`src/hdl/lacu_pkg.sv`:
```
// Shared types and constants for the limit alarm counter unit.
package lacu_pkg;

  localparam logic [1:0] CMD_CHECK = 2'd0;
  localparam logic [1:0] CMD_READ  = 2'd1;
  localparam logic [1:0] CMD_CLEAR = 2'd2;

  localparam int HIT_ALARM_LOW  = 0;
  localparam int HIT_ALARM_HIGH = 1;
  localparam int HIT_WARN_LOW   = 2;
  localparam int HIT_WARN_HIGH  = 3;
  localparam int HIT_BITS       = 4;

  localparam int CMD_BITS    = 2;
  localparam int IDX_BITS    = 6;
  localparam int DATA_BITS   = 32;
  localparam int OUT_BITS    = 32;
  localparam int QUEUE_DEPTH = 4;
  localparam int QPTR_BITS   = 2;

  typedef logic signed [DATA_BITS-1:0] q16_t;
  typedef logic [OUT_BITS-1:0] count_out_t;

  typedef struct packed {
    logic [CMD_BITS-1:0] op;
    logic [IDX_BITS-1:0] idx;
    logic                row_ok;
    logic [HIT_BITS-1:0] mask;
    logic                close_shot;
    logic                alarm_shot;
    logic                warn_shot;
  } lacu_item_t;

endpackage

```
`src/hdl/lacu_queue.sv`:
```
// Short queue of classified items between the front end and the count engine.
module lacu_queue (
  input  logic                 clk,
  input  logic                 rst_n,
  input  logic                 push,
  input  lacu_pkg::lacu_item_t push_item,
  output logic                 full,
  input  logic                 pop,
  output lacu_pkg::lacu_item_t pop_item,
  output logic                 not_empty
);

  import lacu_pkg::*;

  localparam logic [QPTR_BITS:0] DEPTH_V = (QPTR_BITS + 1)'(QUEUE_DEPTH);

  lacu_item_t           entries_r [QUEUE_DEPTH];
  logic [QPTR_BITS-1:0] wr_ptr_r, rd_ptr_r;
  logic [QPTR_BITS:0]   count_r, count_nxt;

  assign full      = count_r == DEPTH_V;
  assign not_empty = count_r != '0;
  assign pop_item  = entries_r[rd_ptr_r];

  always_comb begin
    case ({push, pop})
      2'b10:   count_nxt = count_r + 1'b1;
      2'b01:   count_nxt = count_r - 1'b1;
      default: count_nxt = count_r;
    endcase
  end

  always_ff @(posedge clk) begin
    if (push) begin
      entries_r[wr_ptr_r] <= push_item;
    end
  end

  always_ff @(posedge clk) begin
    if (!rst_n) begin
      wr_ptr_r <= '0;
      rd_ptr_r <= '0;
      count_r  <= '0;
    end else begin
      if (push) begin
        wr_ptr_r <= wr_ptr_r + 1'b1;
      end
      if (pop) begin
        rd_ptr_r <= rd_ptr_r + 1'b1;
      end
      count_r <= count_nxt;
    end
  end

`ifndef SYNTH
  a_no_overflow: assert property (@(posedge clk) disable iff (!rst_n)
    !(push && full))
    else $error("push into a full queue");
  a_no_underflow: assert property (@(posedge clk) disable iff (!rst_n)
    pop |-> not_empty)
    else $error("pop from an empty queue");
`endif

endmodule

```
`config.mk`:
```
export PLATFORM = sky130hd
export DESIGN_NAME = lacu_queue
export DESIGN_NICKNAME = d
export VERILOG_FILES = /design/src/hdl/lacu_pkg.sv /design/src/hdl/lacu_queue.sv
export SDC_FILE = /design/constraint.sdc
export NUM_CORES = 1
export LEC_CHECK = 0
export ABC_AREA = 1
export BUFFER_PORTS_ARGS = -buffer_cell sky130_fd_sc_hd__clkbuf_2
export CAP_MARGIN = 20
export CORE_MARGIN = 3
export CORE_UTILIZATION = 35
export DETAILED_ROUTE_END_ITERATION = 10
export SYNTH_ARGS = -nofsm -noshare
export SYNTH_HDL_FRONTEND = slang
export SYNTH_SLANG_ARGS = --single-unit
```
`constraint.sdc`:
```
create_clock -name clk -period 3.4 [get_ports clk]
set_input_delay 0.34 -clock clk [delete_from_list [all_inputs] [get_ports clk]]
set_output_delay 0.34 -clock clk [all_outputs]
set_load 0.05 [all_outputs]
```
### Word-level counts from Yosys, hierarchy flattened

Memories as Yosys holds them, arrays and structs flattened. A register that Yosys moved wholly into a read port is not among the register bits.
Cells that the tools add are included.

* memories: 1
* RAM bits: 64
* output and inout bits: 18
* register bits: 7
* word-level logic and storage cells: 18

* multiplexer cells: 5
* eq/ne operators: 3
* reductions and logical operators: 2
* add/subtract/negate cells: 4

Memory list
* entries_r: depth 4, width 16, read ports 1, clocked after Yosys merged registers in 1, write ports 1, line lacu_queue.sv:17 `lacu_item_t entries_r [QUEUE_DEPTH];`

Operators with widths (count)
* 3-bit one-hot mux with 2 select lines: 1
* 2-bit by 1-bit adder with 2-bit output, second input constant: 2
* 2-bit two-way mux: 2
* 3-bit by 1-bit adder with 3-bit output, second input constant: 1
* 3-bit equality test, second input constant: 1
* 3-bit nonzero test: 1
* 3-bit by 1-bit subtractor with 3-bit output, second input constant: 1
* 2-bit by 1-bit equality test with 1-bit output, second input constant: 1
* 2-bit equality test, second input constant: 1
* 1-bit two-way mux: 2
* 2-bit nonzero test: 1

### Longest topological paths before layout

Gate-level depths: netlist (run 1).

* depth in word-level cells: 3
* gate-level depth with buffers: 10
* gate-level depth less buffers: 10

### Worst setup path before layout (run 1)

Ideal clock, no wire load.

* path kind: reg2out
* start: register (tool-made name)
* end: output port pop_item[0] (netlist name)
* path buffers: 1
* cell stages (with the launch flop): 5
* path slack: 1.625 ns
* data arrival time: 1.435 ns
* cells stage by stage: dfxtp_1 > inv_2 > buf_2 > o21ai_1 > o22ai_1

RTL lines
* to (decl): line lacu_queue.sv:9 `output lacu_pkg::lacu_item_t pop_item,`

==> results of run 1 <==
==> synth_stat cells <==
master                     count  share of area
sky130_fd_sc_hd__a21oi_1       5         0.0090
sky130_fd_sc_hd__buf_2         6          0.011
sky130_fd_sc_hd__buf_4         2         0.0054
sky130_fd_sc_hd__dfxtp_1       9          0.064
sky130_fd_sc_hd__edfxtp_1     64           0.69
sky130_fd_sc_hd__fa_1          1         0.0072
sky130_fd_sc_hd__ha_1          5          0.022
sky130_fd_sc_hd__inv_1        13          0.017
sky130_fd_sc_hd__inv_2         4         0.0054
sky130_fd_sc_hd__nand2_1       9          0.012
sky130_fd_sc_hd__nand3_1       2         0.0036
sky130_fd_sc_hd__nand4_1       1         0.0022
sky130_fd_sc_hd__nor2_1       35          0.047
sky130_fd_sc_hd__nor3_1        1         0.0018
sky130_fd_sc_hd__o21ai_0      10          0.018
sky130_fd_sc_hd__o21ai_1      28          0.050
sky130_fd_sc_hd__o22ai_1      16          0.036
==> how the worst max path moves through the flow <==
stage,startpoint,end,cells past startpoint
6_report,flop,pop_item[2],5
5_1_grt,flop,pop_item[13],5
3_3_place_gp,flop,pop_item[13],5
3_5_place_dp,flop,pop_item[12],5
2_1_floorplan,flop,pop_item[0],4
4_1_cts,flop,pop_item[2],5
==> through the flow <==
stage          power (mW)  std cells  setup slack, ns
2_1_floorplan        1.25        211             1.63
3_3_place_gp         1.33        340             1.46
6_report             2.19        356             1.09
3_5_place_dp         1.33        340             1.45
4_1_cts              2.21        356             1.07
5_1_grt              2.27        356            0.950
==> layout make-up <==
type / instances / area [sq um] / area share
clock inverters: 6 / 138 / 0.0413
clock buffers: 10 / 128 / 0.0383
repair buffers: 38 / 193 / 0.0578
multi-input cells: 113 / 584 / 0.175
inverters: 17 / 63.8 / 0.0192
flip-flops and latches: 73 / 2100 / 0.631
well taps: 99 / 124 / 0.0372
==> where the power goes <==
group	switching, mW	internal, mW
clock network	0.311	0.566
logic	0.212	0.0624
registers	0.0157	1.02
==> cells in the final DEF (no fill, tap or decap) <==
cell / synthesis / layout
sky130_fd_sc_hd__nand4_1: 1 / 1
sky130_fd_sc_hd__o22ai_1: 16 / 16
sky130_fd_sc_hd__edfxtp_1: 64 / 64
sky130_fd_sc_hd__inv_1: 13 / 13
sky130_fd_sc_hd__inv_2: 4 / 4
sky130_fd_sc_hd__buf_4: 2 / 1
sky130_fd_sc_hd__nor3_1: 1 / 1
sky130_fd_sc_hd__o21ai_1: 28 / 28
sky130_fd_sc_hd__clkbuf_2: 0 / 37
sky130_fd_sc_hd__o21ai_0: 10 / 10
sky130_fd_sc_hd__clkinv_4: 0 / 1
sky130_fd_sc_hd__a21oi_1: 5 / 5
sky130_fd_sc_hd__ha_1: 5 / 5
sky130_fd_sc_hd__inv_6: 0 / 1
sky130_fd_sc_hd__clkbuf_1: 0 / 1
sky130_fd_sc_hd__bufinv_16: 0 / 4
sky130_fd_sc_hd__clkbuf_8: 0 / 9
sky130_fd_sc_hd__dfxtp_1: 9 / 9
sky130_fd_sc_hd__nand3_1: 2 / 2
sky130_fd_sc_hd__fa_1: 1 / 1
sky130_fd_sc_hd__nand2_1: 9 / 9
sky130_fd_sc_hd__nor2_1: 35 / 35
==> worst max-delay path: cells and delay by family, from the launching register on <==
family | cells | cell delay, ns
AO/OA/AOI/OAI | 1 | 0.22
buffers and inverters | 3 | 1.00
flip-flops | 1 | 0.30
AND/OR/NAND/NOR | 1 | 0.11
==> metal layers <==
metal	GRT usage	part of all wire	routed length, microns
met2	0.198	0.47	2440
met3	0.0529	0.065	341
met1	0.156	0.46	2390
met5	0	0	0
met4	0.0397	0.013	67
==> sequential cells by signal, indices dropped and copies added (netlist names), named ones only <==
name	cells
count_r	3
entries_r	64
rd_ptr_r	2
wr_ptr_r	2
==> cells by family (layout without fill, tap and decap cells) <==
| logic type | after synthesis | after routing | synth area share |
|---|---|---|---|
| simple gates | 48 | 48 | 0.0667 |
| buf+inv | 25 | 71 | 0.0389 |
| flops | 73 | 73 | 0.752 |
| compound gates | 59 | 59 | 0.113 |
| fa+ha+maj | 6 | 6 | 0.0295 |
==> results.tsv, run 1 <==
metric	value	unit
outcome	finished clean	
chipWidth	95.4	microns
worst_clock_skew	0.00983	ns
fp.dieH	95.4	microns
clock_period_minus_final_worst_setup_slack	2.31	ns
globalRouteTotalUtil	0.125	
grt.overflow.total	0	
drtAntennaViolNets	0	
tightest_slew	0.724	ns
buffer_depth_of_the_longest_clock_path	2	
final_estimated_routing_congestion_in_global_placement	0.697	
r2r_cells	4	
r2r_slack	1.85	ns
post_route_cells_drive_above_1_share	0.222	
path_class	reg2out	
cts-buffers-inserted	9	
tritoncts	done	
drt_pre_antenna_iters	4	
post_synthesis_cell_area	0.00280	sq mm
slew_violations	0	
numClockSinks	73	
maxSlewHeadroom	0.517	
grt_pass1_vias	1663	
route.final.wire_length	5230	microns
critPathRequiredTime	3.06	ns
crit_fanout	33	
post-dp-hpwl	3270	microns
post_cts.repair.setup_buffers	0	
grt_setup_unrepaired	no	
netlist_instances	211	
hold_buffers	0	
synthesized_nets	237	
drt-initial-drc-count	83	
arrival	1.97	ns
holdPathEnd	entries_r[3][5]$_DFFE_PP_	
final-hold-violation-count	0	
worst_setup_path_start_kind	flop	
ys.warnings.count	0	
maxCapViolCount	0	
final_cell_area	0.00333	sq mm
hp-start	push_item[5]	
num-nets-final	278	
num_rows	31	
detail_route.drc_violations	0	
count_of_filler_cells_inserted_in_the_layout	704	
final-setup-viol-count	0	
die-area	0.00909	sq mm
ctsRootBufferMaster	sky130_fd_sc_hd__clkbuf_8	
post_synth.cell_area_avg	13.2	sq um
coreArea	0.00749	sq mm
leakage	1.26	nW
antenna_violations_before_repair	0	
placement.io_buffers	37	
antenna_cell_count	0	
yosysSeqAreaShare	0.752	
viasPerCell	4.79	
flop_and_latch_count_out_of_synthesis	73	
grt_pass1_wl	8300	microns
critical_path.reg2reg.startpoint	wr_ptr_r[0]$_SDFFE_PN0P_	
utilization	0.445	
clock_h_tree_levels	3	
worst_hold_slack	0.216	ns
grt_max_degree	34	
timing.critical_path.slowest_cell_delay	0.46	ns
clk_latency	0.34	ns
ioPinCount	38	
hold_path_class	in2reg	
power.ir.vdd_worst	409	uV
routed-via-count	1707	
area_growth_synth_to_finish	19.2	%
crit_path_top_delay_cell	sky130_fd_sc_hd__inv_2	
power_per_cell_area	656	mW/mm^2
achievable-frequency	433	MHz
reg_to_reg_endpoint	entries_r[0][13]$_DFFE_PP_	
post_cts_resize_count	0	
start_util	0.373	
timing.hold.worst_path_depth	1	
drt-wirelength-per-cell	14.7	microns
synth.distinct_cells	17	
worstSetupEndpointType	primary output	
placed_area	0.00307	sq mm
path_clk_slew	0.08	ns
tns	0	ns
period_share	0.680	
critical_path.cell_chain	buf_4 > inv_2 > nor2_1 > o22ai_1 > clkbuf_2	
No activity file was read; power rests on OpenSTA's default activity.
==> inputs of run 2 (changes only) <==
==> constraint.sdc (replaced) <==
create_clock -name clk -period 2.03 [get_ports clk]
set_input_delay 0.203 -clock clk [delete_from_list [all_inputs] [get_ports clk]]
set_output_delay 0.203 -clock clk [all_outputs]
set_load 0.05 [all_outputs]
==> run 2 against run 1 <==
  * Final cell count is 2.0% higher
  * First-iteration DRC count is 64% lower
  * Sequential power is 68% higher
  * Register-to-register slack worse by 1.2 ns
  * Critical endpoint is now pop_item[4]
  * Highest routed layer unchanged
==> results.tsv, run 2 (synthesized netlist as in run 1, its figures left out) <==
metric	value	unit	change
power.ir.vdd_worst	553	uV	was 409 uV
placement.setup.worst_slack	0.338	ns	was 1.45 ns
worst_setup_path_start_kind	flop		unchanged
drtAntennaViolNets	0		unchanged
maxCapViolCount	0		unchanged
route.final.wire_length	5170	microns	was 5230 microns
period_share	0.919		
leakage	1.27	nW	was 1.26 nW
drt-wirelength-per-cell	14.2	microns	was 14.7 microns
tightest_slew	0.286	ns	was 0.724 ns
outcome	finished clean		unchanged
setup_ws	0.165	ns	was 1.09 ns
placed_area	0.00312	sq mm	was 0.00307 sq mm
drt_pre_antenna_iters	4		unchanged
final_cell_area	0.00334	sq mm	was 0.00333 sq mm
slew_violations	0		unchanged
cts-buffers-inserted	9		unchanged
globalRouteTotalUtil	0.125		about the same
grt_pass1_vias	1689		was 1663
routed-via-count	1707		unchanged
groute.layer.met1.usage	0.155		was 0.156
antenna_violations_before_repair	0		unchanged
grt_max_degree	25		was 34
grt_use_met2	0.195		was 0.198
grt_most_used_layer	met2		unchanged
worstSetupEndpointType	primary output		unchanged
path_class	reg2out		unchanged
critPathRequiredTime	1.83	ns	was 3.06 ns
grt_use_met3	0.0537		was 0.0529
buffer_depth_of_the_longest_clock_path	2		unchanged
grt_setup_unrepaired	no		unchanged
most_common_cell_after_layout_fill_and_taps_aside	sky130_fd_sc_hd__edfxtp_1		unchanged
start_util	0.373		unchanged
ctsRootBufferMaster	sky130_fd_sc_hd__clkbuf_8		unchanged
achievable-frequency	536	MHz	
numClockSinks	73		unchanged
layout.cells.most_common_list	sky130_fd_sc_hd__edfxtp_1 (64), sky130_fd_sc_hd__clkbuf_2 (37), sky130_fd_sc_hd__nor2_1 (35)		unchanged
utilization	0.446		was 0.445
placement.io_buffers	37		unchanged
final-hold-violation-count	0		unchanged
post_route_cells_drive_above_1_share	0.242		was 0.222
antenna_cell_count	0		unchanged
tritoncts	done		unchanged
viasPerCell	4.70		was 4.79
regMostFlops	entries_r		unchanged
fp.dieH	95.4	microns	unchanged
hold_path_class	in2reg		unchanged
worst_clock_skew	0.00474	ns	was 0.00983 ns
crit_fanout	16		was 33
ioPinCount	38		unchanged
final-setup-viol-count	0		unchanged
largest_reg_flops	64		unchanged
maxSlewHeadroom	0.810		was 0.517
die-area	0.00909	sq mm	unchanged
clk_latency	0.33	ns	was 0.34 ns
detail_route.drc_violations	0		unchanged
grt.overflow.total	0		unchanged
tns	0	ns	unchanged
path_clk_slew	0.07	ns	was 0.08 ns
layout_top_registers	entries_r: 64 flops, count_r: 3 flops		unchanged
hold_buffers	0		unchanged
power_per_cell_area	1010	mW/mm^2	was 656 mW/mm^2
clock_period_minus_final_worst_setup_slack	1.87	ns	
post-dp-hpwl	3420	microns	was 3270 microns
coreArea	0.00749	sq mm	unchanged
area_growth_synth_to_finish	19.6	%	was 19.2%
arrival	1.66	ns	was 1.97 ns
num_rows	31		unchanged
chipWidth	95.4	microns	unchanged
drt-initial-drc-count	30		was 83
grt_pass1_wl	8260	microns	was 8300 microns
final_estimated_routing_congestion_in_global_placement	0.701		was 0.697
clock_h_tree_levels	3		unchanged
num-nets-final	285		was 278
==> run 2: final cells by class <==
type	count	area, sq um
fillers	686	4140
flip-flops and latches	73	2100
multi-input cells	113	584
repair buffers	45	249
clock buffers	11	131
well taps	99	124
clock inverters	5	80.1
inverters	17	68.8
==> run 2: what timing repair did <==
action | in CTS | in global routing
endpoints found under the hold margin | 0 | 0
gates resized for setup | 2 | 4
setup endpoints to repair | 5 | 4
setup buffers | 0 | 0
==> run 2: worst max-delay path, stage by stage (launching register included) <==
cell and delay (ns):
sky130_fd_sc_hd__dfxtp_2 0.39, sky130_fd_sc_hd__inv_4 0.19, sky130_fd_sc_hd__buf_4 0.20, sky130_fd_sc_hd__nor2_1 0.06
sky130_fd_sc_hd__o22ai_1 0.18, sky130_fd_sc_hd__clkbuf_2 0.31
==> run 2: layer usage <==
layer | vias up | wire, microns
met4 | 0 | 38
met5 | - | 0
met1 | 802 | 2410
met2 | 41 | 2430
met3 | 5 | 288
li1 | 859 | -
==> run 2: stage by stage <==
step / hold WS, ns / power (mW) / instances
2_1_floorplan: 0.302 / 2.10 / 211
3_3_place_gp: 0.426 / 2.23 / 347
3_5_place_dp: 0.429 / 2.24 / 347
4_1_cts: 0.0648 / 3.43 / 363
5_1_grt: 0.0587 / 3.54 / 363
6_report: 0.0892 / 3.39 / 363
==> run 2: worst paths after layout <==
check                                            endpoint  slack (ns)  cells past startpoint                     start
worst min register to register                       flop        0.46                      1  rd_ptr_r[1]$_SDFFE_PN0P_
worst max register to register  entries_r[0][6]$_DFFE_PP_        0.67                      5  wr_ptr_r[0]$_SDFFE_PN0P_
worst min-delay path            entries_r[3][5]$_DFFE_PP_        0.09                      1              push_item[5]
worst max-delay path                          pop_item[4]        0.16                      5                      flop
==> run 2: power by group <==
group	leakage (nW)	switching, mW	internal, mW
Sequential	0.663	0.0276	1.70
Combinational	0.502	0.354	0.116
Clock	0.101	0.496	0.691
Total	1.27	0.878	2.51
