`config.mk`:
```
export PLATFORM = sky130hd
export DESIGN_NAME = lacu_front
export DESIGN_NICKNAME = d
export VERILOG_FILES = /design/src/hdl/lacu_pkg.sv /design/src/hdl/lacu_front.sv
export SDC_FILE = /design/constraint.sdc
export NUM_CORES = 1
export LEC_CHECK = 0
export BUFFER_PORTS_ARGS = -buffer_cell sky130_fd_sc_hd__buf_2
export CORE_AREA = 2 2 92 94
export CTS_CLUSTER_DIAMETER = 60
export DETAILED_ROUTE_END_ITERATION = 16
export DIE_AREA = 0 0 94 96
export PLACE_DENSITY = 0.94
export SLEW_MARGIN = 20
export SYNTH_ARGS = -nofsm -noshare
export SYNTH_HDL_FRONTEND = slang
export SYNTH_SLANG_ARGS = --single-unit
```
`constraint.sdc`:
```
create_clock -name clk -period 4.1 [get_ports clk]
set_clock_uncertainty 0.15 [all_clocks]
set_input_delay 0.41 -clock clk [delete_from_list [all_inputs] [get_ports clk]]
set_output_delay 0.41 -clock clk [all_outputs]
set_load 0.02 [all_outputs]
```
`src/hdl/lacu_pkg.sv`:
```
// Shared types and constants for the limit alarm counter unit.
package lacu_pkg;

  localparam logic [1:0] CMD_CHECK = 2'd0;
  localparam logic [1:0] CMD_READ  = 2'd1;
  localparam logic [1:0] CMD_CLEAR = 2'd2;

  localparam int HIT_ALARM_LOW  = 0;
  localparam int HIT_ALARM_HIGH = 1;
  localparam int HIT_WARN_LOW   = 2;
  localparam int HIT_WARN_HIGH  = 3;
  localparam int HIT_BITS       = 4;

  localparam int CMD_BITS    = 2;
  localparam int IDX_BITS    = 6;
  localparam int DATA_BITS   = 32;
  localparam int OUT_BITS    = 32;
  localparam int QUEUE_DEPTH = 4;
  localparam int QPTR_BITS   = 2;

  typedef logic signed [DATA_BITS-1:0] q16_t;
  typedef logic [OUT_BITS-1:0] count_out_t;

  typedef struct packed {
    logic [CMD_BITS-1:0] op;
    logic [IDX_BITS-1:0] idx;
    logic                row_ok;
    logic [HIT_BITS-1:0] mask;
    logic                close_shot;
    logic                alarm_shot;
    logic                warn_shot;
  } lacu_item_t;

endpackage

```
`src/hdl/lacu_front.sv`:
```
// Front end: accepts items, compares against the limits and tracks per-shot flags.
module lacu_front #(
  parameter int PARAM_COUNT = 64
) (
  input  logic                                 clk,
  input  logic                                 rst_n,
  input  logic                                 cfg_we,
  input  logic                                 cfg_wdata,
  input  logic                                 in_valid,
  output logic                                 in_ready,
  input  logic [lacu_pkg::CMD_BITS-1:0]        in_cmd,
  input  logic [lacu_pkg::IDX_BITS-1:0]        in_param_index,
  input  lacu_pkg::q16_t                       in_sample_value,
  input  lacu_pkg::q16_t                       in_alarm_low,
  input  lacu_pkg::q16_t                       in_alarm_high,
  input  lacu_pkg::q16_t                       in_warn_low,
  input  lacu_pkg::q16_t                       in_warn_high,
  input  logic                                 in_is_external,
  input  logic                                 in_last_in_shot,
  input  logic                                 q_full,
  output logic                                 q_push,
  output lacu_pkg::lacu_item_t                 q_item
);

  import lacu_pkg::*;

  localparam int IDX_RANGE = 1 << IDX_BITS;
  localparam int ROW_LIMIT = (PARAM_COUNT > IDX_RANGE) ? IDX_RANGE : PARAM_COUNT;
  localparam logic [IDX_BITS:0] ROW_LIMIT_V = (IDX_BITS + 1)'(ROW_LIMIT);

  logic                check_ext_r;
  logic                skip_r, skip_nxt;
  logic                shot_alarm_r, shot_alarm_nxt;
  logic                shot_warn_r, shot_warn_nxt;
  logic                fire;
  logic                skip_now;
  logic                alarm_any, warn_any;
  logic [CMD_BITS-1:0] op;
  logic [HIT_BITS-1:0] raw_mask, mask;

  assign in_ready = !q_full;
  assign fire     = in_valid && in_ready;
  assign q_push   = fire;

  always_comb begin
    unique case (in_cmd)
      CMD_CHECK: op = CMD_CHECK;
      CMD_CLEAR: op = CMD_CLEAR;
      default:   op = CMD_READ;
    endcase
  end

  assign skip_now = skip_r | (~check_ext_r & in_is_external);

  always_comb begin
    raw_mask = '0;
    if (in_alarm_low != in_alarm_high) begin
      raw_mask[HIT_ALARM_LOW]  = in_sample_value < in_alarm_low;
      raw_mask[HIT_ALARM_HIGH] = in_sample_value > in_alarm_high;
    end
    if (in_warn_low != in_warn_high) begin
      raw_mask[HIT_WARN_LOW]  = in_sample_value < in_warn_low;
      raw_mask[HIT_WARN_HIGH] = in_sample_value > in_warn_high;
    end
  end

  assign mask      = (op == CMD_CHECK && !skip_now) ? raw_mask : '0;
  assign alarm_any = mask[HIT_ALARM_LOW] | mask[HIT_ALARM_HIGH];
  assign warn_any  = mask[HIT_WARN_LOW] | mask[HIT_WARN_HIGH];

  always_comb begin
    q_item.op         = op;
    q_item.idx        = in_param_index;
    q_item.row_ok     = {1'b0, in_param_index} < ROW_LIMIT_V;
    q_item.mask       = mask;
    q_item.close_shot = (op == CMD_CHECK) && in_last_in_shot;
    q_item.alarm_shot = q_item.close_shot && (shot_alarm_r || alarm_any);
    q_item.warn_shot  = q_item.close_shot && (shot_warn_r || warn_any);
  end

  always_comb begin
    skip_nxt       = skip_r;
    shot_alarm_nxt = shot_alarm_r;
    shot_warn_nxt  = shot_warn_r;
    if (fire) begin
      if (op == CMD_CLEAR) begin
        skip_nxt       = 1'b0;
        shot_alarm_nxt = 1'b0;
        shot_warn_nxt  = 1'b0;
      end else if (op == CMD_CHECK) begin
        if (in_last_in_shot) begin
          skip_nxt       = 1'b0;
          shot_alarm_nxt = 1'b0;
          shot_warn_nxt  = 1'b0;
        end else begin
          skip_nxt       = skip_now;
          shot_alarm_nxt = shot_alarm_r | alarm_any;
          shot_warn_nxt  = shot_warn_r | warn_any;
        end
      end
    end
  end

  always_ff @(posedge clk) begin
    if (!rst_n) begin
      check_ext_r  <= 1'b0;
      skip_r       <= 1'b0;
      shot_alarm_r <= 1'b0;
      shot_warn_r  <= 1'b0;
    end else begin
      if (cfg_we) begin
        check_ext_r <= cfg_wdata;
      end
      skip_r       <= skip_nxt;
      shot_alarm_r <= shot_alarm_nxt;
      shot_warn_r  <= shot_warn_nxt;
    end
  end

`ifndef SYNTH
  a_shot_close_clears: assert property (@(posedge clk) disable iff (!rst_n)
    fire && op == CMD_CHECK && in_last_in_shot |=> !skip_r && !shot_alarm_r && !shot_warn_r)
    else $error("shot flags not cleared after the closing item");
`endif

endmodule

```
-- Yosys cells after proc, flatten, opt, wreduce, memory -nomap -nowiden
Cells that the tools add are included.
- $lt $le $gt $ge: 4
- eq/ne operators: 4
- muxes and demuxes: 13
- bitwise operators: 7
- reduce and logical (&&, ||, !) cells: 13
- operators by type and width (cell ; number):
    $gt A32 B32 Y1 ; 2
    $lt A32 B32 Y1 ; 2
    $ne A32 B32 Y1 ; 2
    $mux W1 ; 9
    $logic_and A1 B1 Y1 ; 5
    $or A1 B1 Y1 ; 5
    $eq A2 B2 Y1 const B ; 2
    $logic_not A2 Y1 ; 2
    $mux W2 ; 2
    $mux W4 ; 1
    $pmux W2 S2 ; 1
    $logic_not A1 Y1 ; 2
    $logic_or A1 B1 Y1 ; 2
    $reduce_and A2 Y1 ; 1
    $reduce_bool A2 Y1 ; 1
    $and A1 B1 Y1 ; 1
    $not A1 Y1 ; 1
- register bits: 4
- input port bits: 176
- output and inout bits: 18

-- Longest topological paths before layout
Gate-level depths: netlist of run 1.
- depth in word-level cells: 11
- gate-level depth with buffers: 10

-- Least setup slack after synthesis of run 1
No wires, ideal clock.
- path kind: in2out
- from: input in_alarm_high[19]
- to: output q_item[1] (netlist bit)
- arrival: 2.317 ns
- required time: 3.540 ns
- slack: 1.223 ns
- stages: 10
- path through: inv_1 -> ha_1 -> and3_1 -> a221o_1 -> a221oi_2 -> o211ai_1 -> nor2_2 -> xnor2_1 -> a2bb2oi_1 -> a21oi_1
- RTL lines (item ; RTL line ; source):
    start: declaration ; lacu_front.sv:15 ; input lacu_pkg::q16_t in_alarm_high,
    end: declaration ; lacu_front.sv:22 ; output lacu_pkg::lacu_item_t q_item

==> results.cfg, run 1 <==
[outcome]
outcome = finished, final reports clean

[detailed_routing]
vias = 4599
firstDrtPassIters = 4
via_per_inst = 5.37
wire_per_inst_microns = 15.5
totalWireLength_mm = 13.2
drt_iter0_markers = 158
ant_nets = 0
drc = 0

[synth]
synth_most_common_cell = inv_1
ys_types = 45
async_flop_share_pct = 0
synth_area_leader_cell = ha_1
synth_common_cells = inv_1 (133), ha_1 (126), xnor2_1 (68)
synth_area_leaders = ha_1 (38%), xnor2_1 (14%), inv_1 (12%)
ys_ff_latch = 4
syn_area_sq_um = 4200
ys.flop_type = dfxtp_1
synth_nets = 877
avgSynthCellArea_sq_um = 7.30
yosys.area.top_type_share_pct = 37.6
synth_edf_count = 0
synth_cells = 575
yosysSeqAreaShare_pct = 1.91
ys_warn_count = 0

[run]
cap_violations = 0

[critical_path]
slowest_stage = nor4_1
end_kind = output port
crit_required_ns = 3.54
reg2reg_to = shot_warn_r$_SDFFE_PN0P_
worstSetupPathType = primary input to output port
path_cells = buf_2 > ha_1 > and4_1 > nand4_1 > nor4_1 > a21oi_2 > xnor2_1 > a2bb2oi_1 > a21oi_1 > buf_2
worst_path_most_repeated_cell = buf_2
r2r_cells = 5
crit_path_start_kind = primary input
cp_max_fo = 4
reg2reg_slack_ns = 2.35
cpPeakStageDelay_ns = 0.64
r2r-start = skip_r$_SDFFE_PN0P_
arrival_ns = 2.94

[placed_design]
io_buffers = 180
hpwlAfterDp_mm = 12.3
placed_area_sq_um = 5170
place_congestion = 0.961

[floorplanning]
dieHeight_microns = 96
core_sq_um = 8050
io_pins = 194
placementRows = 33
start_util_pct = 52.1
dieArea_sq_um = 9020
die_width_microns = 94

[sta]
post-route-period-util_pct = 85.5
tns_ns = 0
period_minus_slack_ns = 3.50
hold_viol = 0
setup_viol = 0
max_freq_mhz = 285
rsz0062_at_grt = no
worst_pin_slew_ns = 0.664
slew_headroom_pct = 55.3
final_max_slew_viol_count = 0

[finish]
nets = 1054
layout-drive-gt1-share_pct = 25.5
finish.instance_area_sq_um = 5220
utilization_pct = 64.8
area_growth_pct = 24.3

[pwr]
vdd_drop_max_v = 0.0000897
power.total_uw = 658
leakagePower_uw = 0.00306
power.density_nw_per_um2 = 126

[worst_hold_path]
hold_end = check_ext_r$_SDFFE_PN0P_
worstHoldStart = cfg_wdata
hold_path_class = primary input to flop
hold_depth = 3

[global_route]
overflow = 0
grt_pass1_vias = 4470
grt_max_degree = 7
grt_usage_pct = 28.7
antenna_found_initial = 1
grt_pass1_wl_mm = 20.3

[clocking]
htreeDepth = 1
clock_latency_ns = 0.22
cts.reportedPaths.clkPinSlew_ns = 0.03
cts.repair.resized = 0
cts_made_buffers = 3
post_cts_buffers = 0
clock_sinks = 4
cts_root_buffer = clkbuf_8
cts_buffer_depth = 2
postCtsHoldBufs = 0
cts_tree = built
-- worst max-delay path, delay by kind of cell --
kind	cells	cell delay [ns]
AND/OR/NAND/NOR	3	1.02
AO/OA/AOI/OAI	3	0.52
XOR/XNOR	1	0.34
buffers and inverters	2	0.31
adder cells (fa/ha/maj)	1	0.34
-- cells in the final DEF, fill, tap and decap left out, drive strengths merged, types with 3 or more instances in the layout --
cell,n
clkbuf,3
and2,4
nor2,15
nor4,8
inv,133
buf,180
dfxtp,4
ha,126
a221o,6
nor2b,5
nand2,35
o21ai,18
a21oi,44
nand3,14
a221oi,8
nand4,31
a21o,12
and4,10
xnor2,68
-- metrics by stage --
stage | std cells | hold slack [ns] | setup WS [ns]
after floorplan | 575 | 0.287 | 1.22
after global placement | 852 | 0.296 | 0.640
after detailed placement | 852 | 0.303 | 0.632
after CTS | 855 | 0.295 | 0.625
after global routing | 856 | 0.336 | 0.508
final | 856 | 0.302 | 0.596
-- area by class of cell --
cell class | count | area (sq um)
well taps | 105 | 131
fillers | 713 | 2830
multi-input cells | 430 | 3560
inverters | 133 | 499
clock buffers | 3 | 41.3
diodes | 1 | 2.50
flip-flops and latches | 4 | 80.1
repair buffers | 180 | 901
-- worst max path at each step --
| stage | from | end | slack [ns] |
|---|---|---|---|
| after floorplan | in_alarm_high[19] | q_item[1] | 1.22 |
| after global placement | in_warn_high[31] | q_item[0] | 0.64 |
| after detailed placement | in_warn_high[31] | q_item[0] | 0.63 |
| after CTS | in_warn_high[31] | q_item[0] | 0.62 |
| after global routing | in_warn_high[31] | q_item[0] | 0.51 |
| final | in_sample_value[31] | q_item[0] | 0.60 |
-- power by group --
part / leakage, uW / internal, uW / switching (uW)
Combinational: 0.00301 / 243 / 288
Sequential: 0.0000324 / 40.0 / 0.421
Clock: 0.0000216 / 62.9 / 23.9
Total: 0.00306 / 345 / 312
-- state kept, by name (all words and copies together), names as in the netlist --
name / flops
check_ext_r: 1
shot_alarm_r: 1
shot_warn_r: 1
skip_r: 1
-- layer usage --
metal / vias up / share of wire [%] / GRT usage [%]
met4: 0 / 2.2 / 6.52
met3: 23 / 6.4 / 3.13
met1: 2070 / 42 / 34.6
met2: 169 / 49 / 54.5
met5: - / 0 / 0
li1: 2337 / - / -
-- cells by family after synthesis --
group / Yosys count / share of synthesized area (%)
adders and majority gates: 126 / 37.6
DFF: 4 / 1.91
other: 1 / 0.0893
muxes: 1 / 0.238
buffers and inverters: 141 / 13.2
AOI/OAI and AO/OA: 101 / 15.5
xor gates and xnor gates: 68 / 14.2
and+or+nand+nor: 133 / 17.3
Power figures use the tool's default switching activity.
==> inputs of run 2 (changes only) <==
--- a/config.mk
+++ b/config.mk
@@ -6,11 +6,11 @@
 export NUM_CORES = 1
 export LEC_CHECK = 0
 export BUFFER_PORTS_ARGS = -buffer_cell sky130_fd_sc_hd__buf_2
-export CORE_AREA = 2 2 92 94
+export CORE_AREA = 2 2 71 123
 export CTS_CLUSTER_DIAMETER = 60
 export DETAILED_ROUTE_END_ITERATION = 16
-export DIE_AREA = 0 0 94 96
-export PLACE_DENSITY = 0.94
+export DIE_AREA = 0 0 73 125
+export PLACE_DENSITY = 0.93
 export SLEW_MARGIN = 20
 export SYNTH_ARGS = -nofsm -noshare
 export SYNTH_HDL_FRONTEND = slang
==> run 2 against run 1 <==
Clock-buffer cell count did not move. Fmax rose by 2.2%. Register-to-register slack got worse by 0.09 ns. Cell count fell by 1.6%. First-iteration DRC count rose by 3.2%. Worst hold slack improved by 0.0096 ns.
==> results.cfg, run 2 (synthesis gave the netlist of run 1 again) <==
[outcome]
outcome = finished, final reports clean

[floorplanning]
dieHeight_microns = 125
dieArea_sq_um = 9130
start_util_pct = 51.2
io_pins = 194
placementRows = 44
core_sq_um = 8200
die_width_microns = 73

[detailed_routing]
totalWireLength_mm = 14.2
drc = 0
vias = 4758
via_per_inst = 5.65
drt_iter0_markers = 163
wire_per_inst_microns = 16.9
ant_nets = 0
firstDrtPassIters = 4

[global_route]
overflow = 0
antenna_found_initial = 0
grt_pass1_vias = 4908
use_met2_pct = 57.7
met3_usage_pct = 4.11
grt_pass1_wl_mm = 22.0
gr-usage-met1_pct = 29.4
grt-busiest-layer = met2
grt_max_degree = 7
grt_usage_pct = 31.1

[sta]
slew_headroom_pct = 42.9
setup_slack_ns = 0.672
tns_ns = 0
final_max_slew_viol_count = 0
rsz0062_at_grt = no
period_minus_slack_ns = 3.43
post-route-period-util_pct = 83.6
setup_viol = 0
max_freq_mhz = 292
worst_pin_slew_ns = 0.835
whs_ns = 0.311
hold_viol = 0

[finish]
final_cells = 842
layout_common_cells = buf_2 (180), inv_1 (133), ha_1 (126)
area_growth_pct = 24.6
nets = 1054
final_common_cell = buf_2
diodes = 0
finish.instance_area_sq_um = 5230
layout-drive-gt1-share_pct = 25.5

[critical_path]
end_kind = output port
worstSetupPathType = primary input to output port
reg2reg_to = shot_warn_r$_SDFFE_PN0P_
arrival_ns = 2.87
crit_path_start_kind = primary input
r2r-start = skip_r$_SDFFE_PN0P_
reg2reg_slack_ns = 2.26
cp_max_fo = 4
setup.worst_path.end = q_item[0]
r2r_cells = 5
crit_required_ns = 3.54
critPathLaunch = in_sample_value[1]

[clocking]
clock_sinks = 4
cts_buffer_depth = 2
cts.reportedPaths.clkPinSlew_ns = 0.03
post_cts_buffers = 0
cts_root_buffer = clkbuf_16
cts_tree = built
cts.repair.resized = 0
cts_made_buffers = 3
postCtsHoldBufs = 0
clock_latency_ns = 0.22
htreeDepth = 1

[placed_design]
hpwlAfterDp_mm = 13.0
place_ws_ns = 0.643
io_buffers = 180
place_congestion = 0.975
dpl.cell_count = 839
placed_area_sq_um = 5160

[run]
cap_violations = 0

[worst_hold_path]
hold_path_class = flop to flop

[pwr]
power.density_nw_per_um2 = 139
leakagePower_uw = 0.00307
vdd_drop_max_v = 0.000114
run 2: per-layer routing:
layer | routed length, microns | vias to the layer above
met3 | 793 | 82
met4 | 1290 | 0
met5 | 0 | -
li1 | - | 2345
met1 | 4730 | 2120
met2 | 7380 | 211
run 2: area by class of cell:
cell class                      count  area, sq um
Sequential cell                     4         80.1
Clock buffer                        3         75.1
Fill cell                         747         2970
Inverter                          133          499
Timing Repair Buffer              180          901
Multi-Input combinational cell    430         3560
Tap cell                           92          115
run 2: how the worst min path moves through the flow:
stage                               from                        end  slack, ns  cells after the start
6_report       shot_alarm_r$_SDFFE_PN0P_  shot_alarm_r$_SDFFE_PN0P_       0.31                      2
2_1_floorplan  shot_alarm_r$_SDFFE_PN0P_  shot_alarm_r$_SDFFE_PN0P_       0.29                      2
5_1_grt         shot_warn_r$_SDFFE_PN0P_   shot_warn_r$_SDFFE_PN0P_       0.33                      2
4_1_cts                            rst_n        skip_r$_SDFFE_PN0P_       0.31                      2
3_5_place_dp    shot_warn_r$_SDFFE_PN0P_   shot_warn_r$_SDFFE_PN0P_       0.31                      2
3_3_place_gp   shot_alarm_r$_SDFFE_PN0P_  shot_alarm_r$_SDFFE_PN0P_       0.30                      2
run 2: stage by stage:
stage	utilization, %	total power [uW]
global route	63.8	793
finish	63.8	728
detailed placement	62.9	568
CTS	63.8	726
floorplan	-	349
global placement	62.9	552
run 2: report_power, final:
group | internal [uW] | switching, uW | leakage, uW
sequential | 40.0 | 0.453 | 0.0000324
combinational | 242 | 291 | 0.00301
clock | 125 | 29.4 | 0.0000370
total | 407 | 321 | 0.00307
run 2: critical path, stage by stage:
cell and delay (ns):
buf_2 0.13, ha_1 0.28, a2111oi_0 0.73, nor4_1 0.15
o31a_1 0.34, nor2_1 0.13, xnor2_1 0.09, a2bb2oi_1 0.31
a21oi_1 0.12, buf_2 0.18
==> inputs of run 3 (changes only) <==
--- a/config.mk
+++ b/config.mk
@@ -5,12 +5,13 @@
 export SDC_FILE = /design/constraint.sdc
 export NUM_CORES = 1
 export LEC_CHECK = 0
+export ABC_AREA = 1
 export BUFFER_PORTS_ARGS = -buffer_cell sky130_fd_sc_hd__buf_2
-export CORE_AREA = 2 2 71 123
+export CORE_AREA = 2 2 75 131
 export CTS_CLUSTER_DIAMETER = 60
 export DETAILED_ROUTE_END_ITERATION = 16
-export DIE_AREA = 0 0 73 125
-export PLACE_DENSITY = 0.93
+export DIE_AREA = 0 0 77 133
+export PLACE_DENSITY = 0.88
 export SLEW_MARGIN = 20
 export SYNTH_ARGS = -nofsm -noshare
 export SYNTH_HDL_FRONTEND = slang
==> constraint.sdc (replaced) <==
create_clock -name clk -period 3.6 [get_ports clk]
set_clock_uncertainty 0.15 [all_clocks]
set_input_delay 0.36 -clock clk [delete_from_list [all_inputs] [get_ports clk]]
set_output_delay 0.36 -clock clk [all_outputs]
set_load 0.02 [all_outputs]
==> run 3 against run 2 <==
Global-route usage is 6.0 points lower. Via count grew 13%. Clock power grew 14%. Worst setup slack improved by 0.27 ns. Non-clock buffer count did not move. Register-to-register slack worse by 0.20 ns. Cell count is 28% higher. Combinational power is 11% higher. Die area up 12%. Total power rose by 12%. Critical path depth rose by 2. Critical path type unchanged. Largest cell class unchanged. Highest routed layer unchanged.
==> results.cfg, run 3 <==
[synth]
synth_area_leaders = ha_1 (35%), nand2_1 (20%), inv_1 (14%)
synth_area_leader_cell = ha_1
synth_cells = 784
syn_area_sq_um = 4510
ys_ff_latch = 4
synth_edf_count = 0
synth_nets = 1086
avgSynthCellArea_sq_um = 5.76
yosysSeqAreaShare_pct = 1.77
synth_most_common_cell = nand2_1
ys_types = 30
synth_common_cells = nand2_1 (240), inv_1 (167), ha_1 (126)
yosys.area.top_type_share_pct = 34.9
async_flop_share_pct = 0
ys_warn_count = 0
ys.flop_type = dfxtp_1

[pwr]
power.total_uw = 812
vdd_drop_max_v = 0.000193
power.density_nw_per_um2 = 145
leakagePower_uw = 0.00363

[critical_path]
arrival_ns = 2.15
critPathLaunch = in_alarm_high[31]
path_cells = buf_2 > inv_1 > ha_1 > nand2_1 > nor2_2 > nand2_2 > nor3b_2 > nand2_1 > nand3_1 > nand3_2 > a31oi_1 > buf_2
worstSetupPathType = primary input to output port
reg2reg_to = shot_alarm_r$_SDFFE_PN0P_
slowest_stage = ha_1
worst_path_dominant_cell_family = simple AND/OR/NAND/NOR gates
r2r-start = check_ext_r$_SDFFE_PN0P_
crit_required_ns = 3.09
cp_num_cells = 12
cpPeakStageDelay_ns = 0.34
crit_path_start_kind = primary input
reg2reg_slack_ns = 2.06
end_kind = output port
cp_num_buf_inv = 3
r2r_cells = 10
setup.worst_path.end = q_item[1]
cp_max_fo = 4

[floorplanning]
dieHeight_microns = 133
io_pins = 194
start_util_pct = 48.6
die_width_microns = 77
dieArea_sq_um = 10200
core_sq_um = 9290
placementRows = 47

[sta]
final_max_slew_viol_count = 0
hold_viol = 0
setup_viol = 0
max_freq_mhz = 376
tns_ns = 0
post-route-period-util_pct = 73.8
period_minus_slack_ns = 2.66
rsz0062_at_grt = no

[finish]
layout_common_cells = nand2_1 (240), buf_2 (180), inv_1 (167)
nets = 1263
final_cells = 1081
fillers = 971
diodes = 0
final_common_cell = nand2_1
finish.instance_area_sq_um = 5590
layout-drive-gt1-share_pct = 21.0
area_growth_pct = 23.8
register_area_sq_um = 80.1
multiInputGateArea_sq_um = 3720

[clocking]
postCtsHoldBufs = 0
cts_root_buffer = clkbuf_16
clock_latency_ns = 0.23
htreeDepth = 1
cts_buffer_depth = 2
post_cts_buffers = 0
cts_tree = built
cts.reportedPaths.clkPinSlew_ns = 0.03
clock_sinks = 4
cts_made_buffers = 3
cts.repair.resized = 0

[placed_design]
dpl.cell_count = 1078
placed_area_sq_um = 5510
hpwlAfterDp_mm = 12.0
io_buffers = 180
place_congestion = 0.874

[detailed_routing]
drc = 0
met3_length_microns = 519
drt_iter0_markers = 139
firstDrtPassIters = 4
wl_met1_mm = 4.65
via_per_inst = 4.97
vias = 5374
totalWireLength_mm = 13.1
wire_per_inst_microns = 12.1
wl_met2_mm = 7.35
ant_nets = 0
top_layer = met4

[global_route]
grt_max_degree = 6
grt_pass1_vias = 5406
grt_usage_pct = 25.1
overflow = 0
grt_pass1_wl_mm = 21.5
antenna_found_initial = 0

[outcome]
outcome = finished, final reports clean

[run]
cap_violations = 0

[worst_hold_path]
hold_path_class = primary input to flop
==> run 3: cell type report <==
type,count,area share (%)
flip-flops and latches,4,1.43
clock buffers,3,1.34
inverters,175,11.8
repair buffers,180,16.1
well taps,122,2.73
multi-input cells,597,66.6
==> run 3: where the power goes <==
part	switching (uW)	total (uW)	internal (uW)
sequential	0.263	45.8	45.5
clock	33.2	175	142
combinational	338	591	253
total	372	812	441
==> run 3: cells by family after synthesis <==
| group | count (synthesis) | share of synthesized area [%] |
|---|---|---|
| XOR/XNOR | 12 | 2.33 |
| adder cells (fa/ha/maj) | 126 | 34.9 |
| other | 1 | 0.0831 |
| buffers and inverters | 183 | 15.8 |
| flip-flops | 4 | 1.77 |
| AND/OR/NAND/NOR | 369 | 34.4 |
| AO/OA/AOI/OAI | 89 | 10.7 |
==> run 3: worst min path at each step <==
stage	startpoint	slack [ns]	cells after the start	to
finish	cfg_wdata	0.24	3	check_ext_r$_SDFFE_PN0P_
global route	cfg_wdata	0.27	3	check_ext_r$_SDFFE_PN0P_
global placement	skip_r$_SDFFE_PN0P_	0.30	2	skip_r$_SDFFE_PN0P_
CTS	cfg_wdata	0.23	3	check_ext_r$_SDFFE_PN0P_
floorplan	skip_r$_SDFFE_PN0P_	0.29	2	skip_r$_SDFFE_PN0P_
detailed placement	shot_warn_r$_SDFFE_PN0P_	0.31	2	shot_warn_r$_SDFFE_PN0P_
==> run 3: per-stage QoR <==
stage / hold WS, ns / utilization [%] / worst slack, ns
final: 0.235 / 60.1 / 0.942
after global routing: 0.266 / 60.1 / 0.764
after CTS: 0.233 / 60.1 / 0.930
after detailed placement: 0.309 / 59.3 / 0.939
after global placement: 0.303 / 59.3 / 0.915
after floorplan: 0.294 / - / 1.24
==> run 3: worst min-delay path, delay by kind of cell <==
kind | cells | cell delay, ns
AO/OA/AOI/OAI | 1 | 0.06
AND/OR/NAND/NOR | 1 | 0.07
buffers and inverters | 1 | 0.08
==> run 3: routing by layer <==
metal,global-route usage (%),vias up
li1,-,2846
met1,23.4,2323
met2,53.5,161
met3,2.18,44
met4,9.92,0
met5,0,-
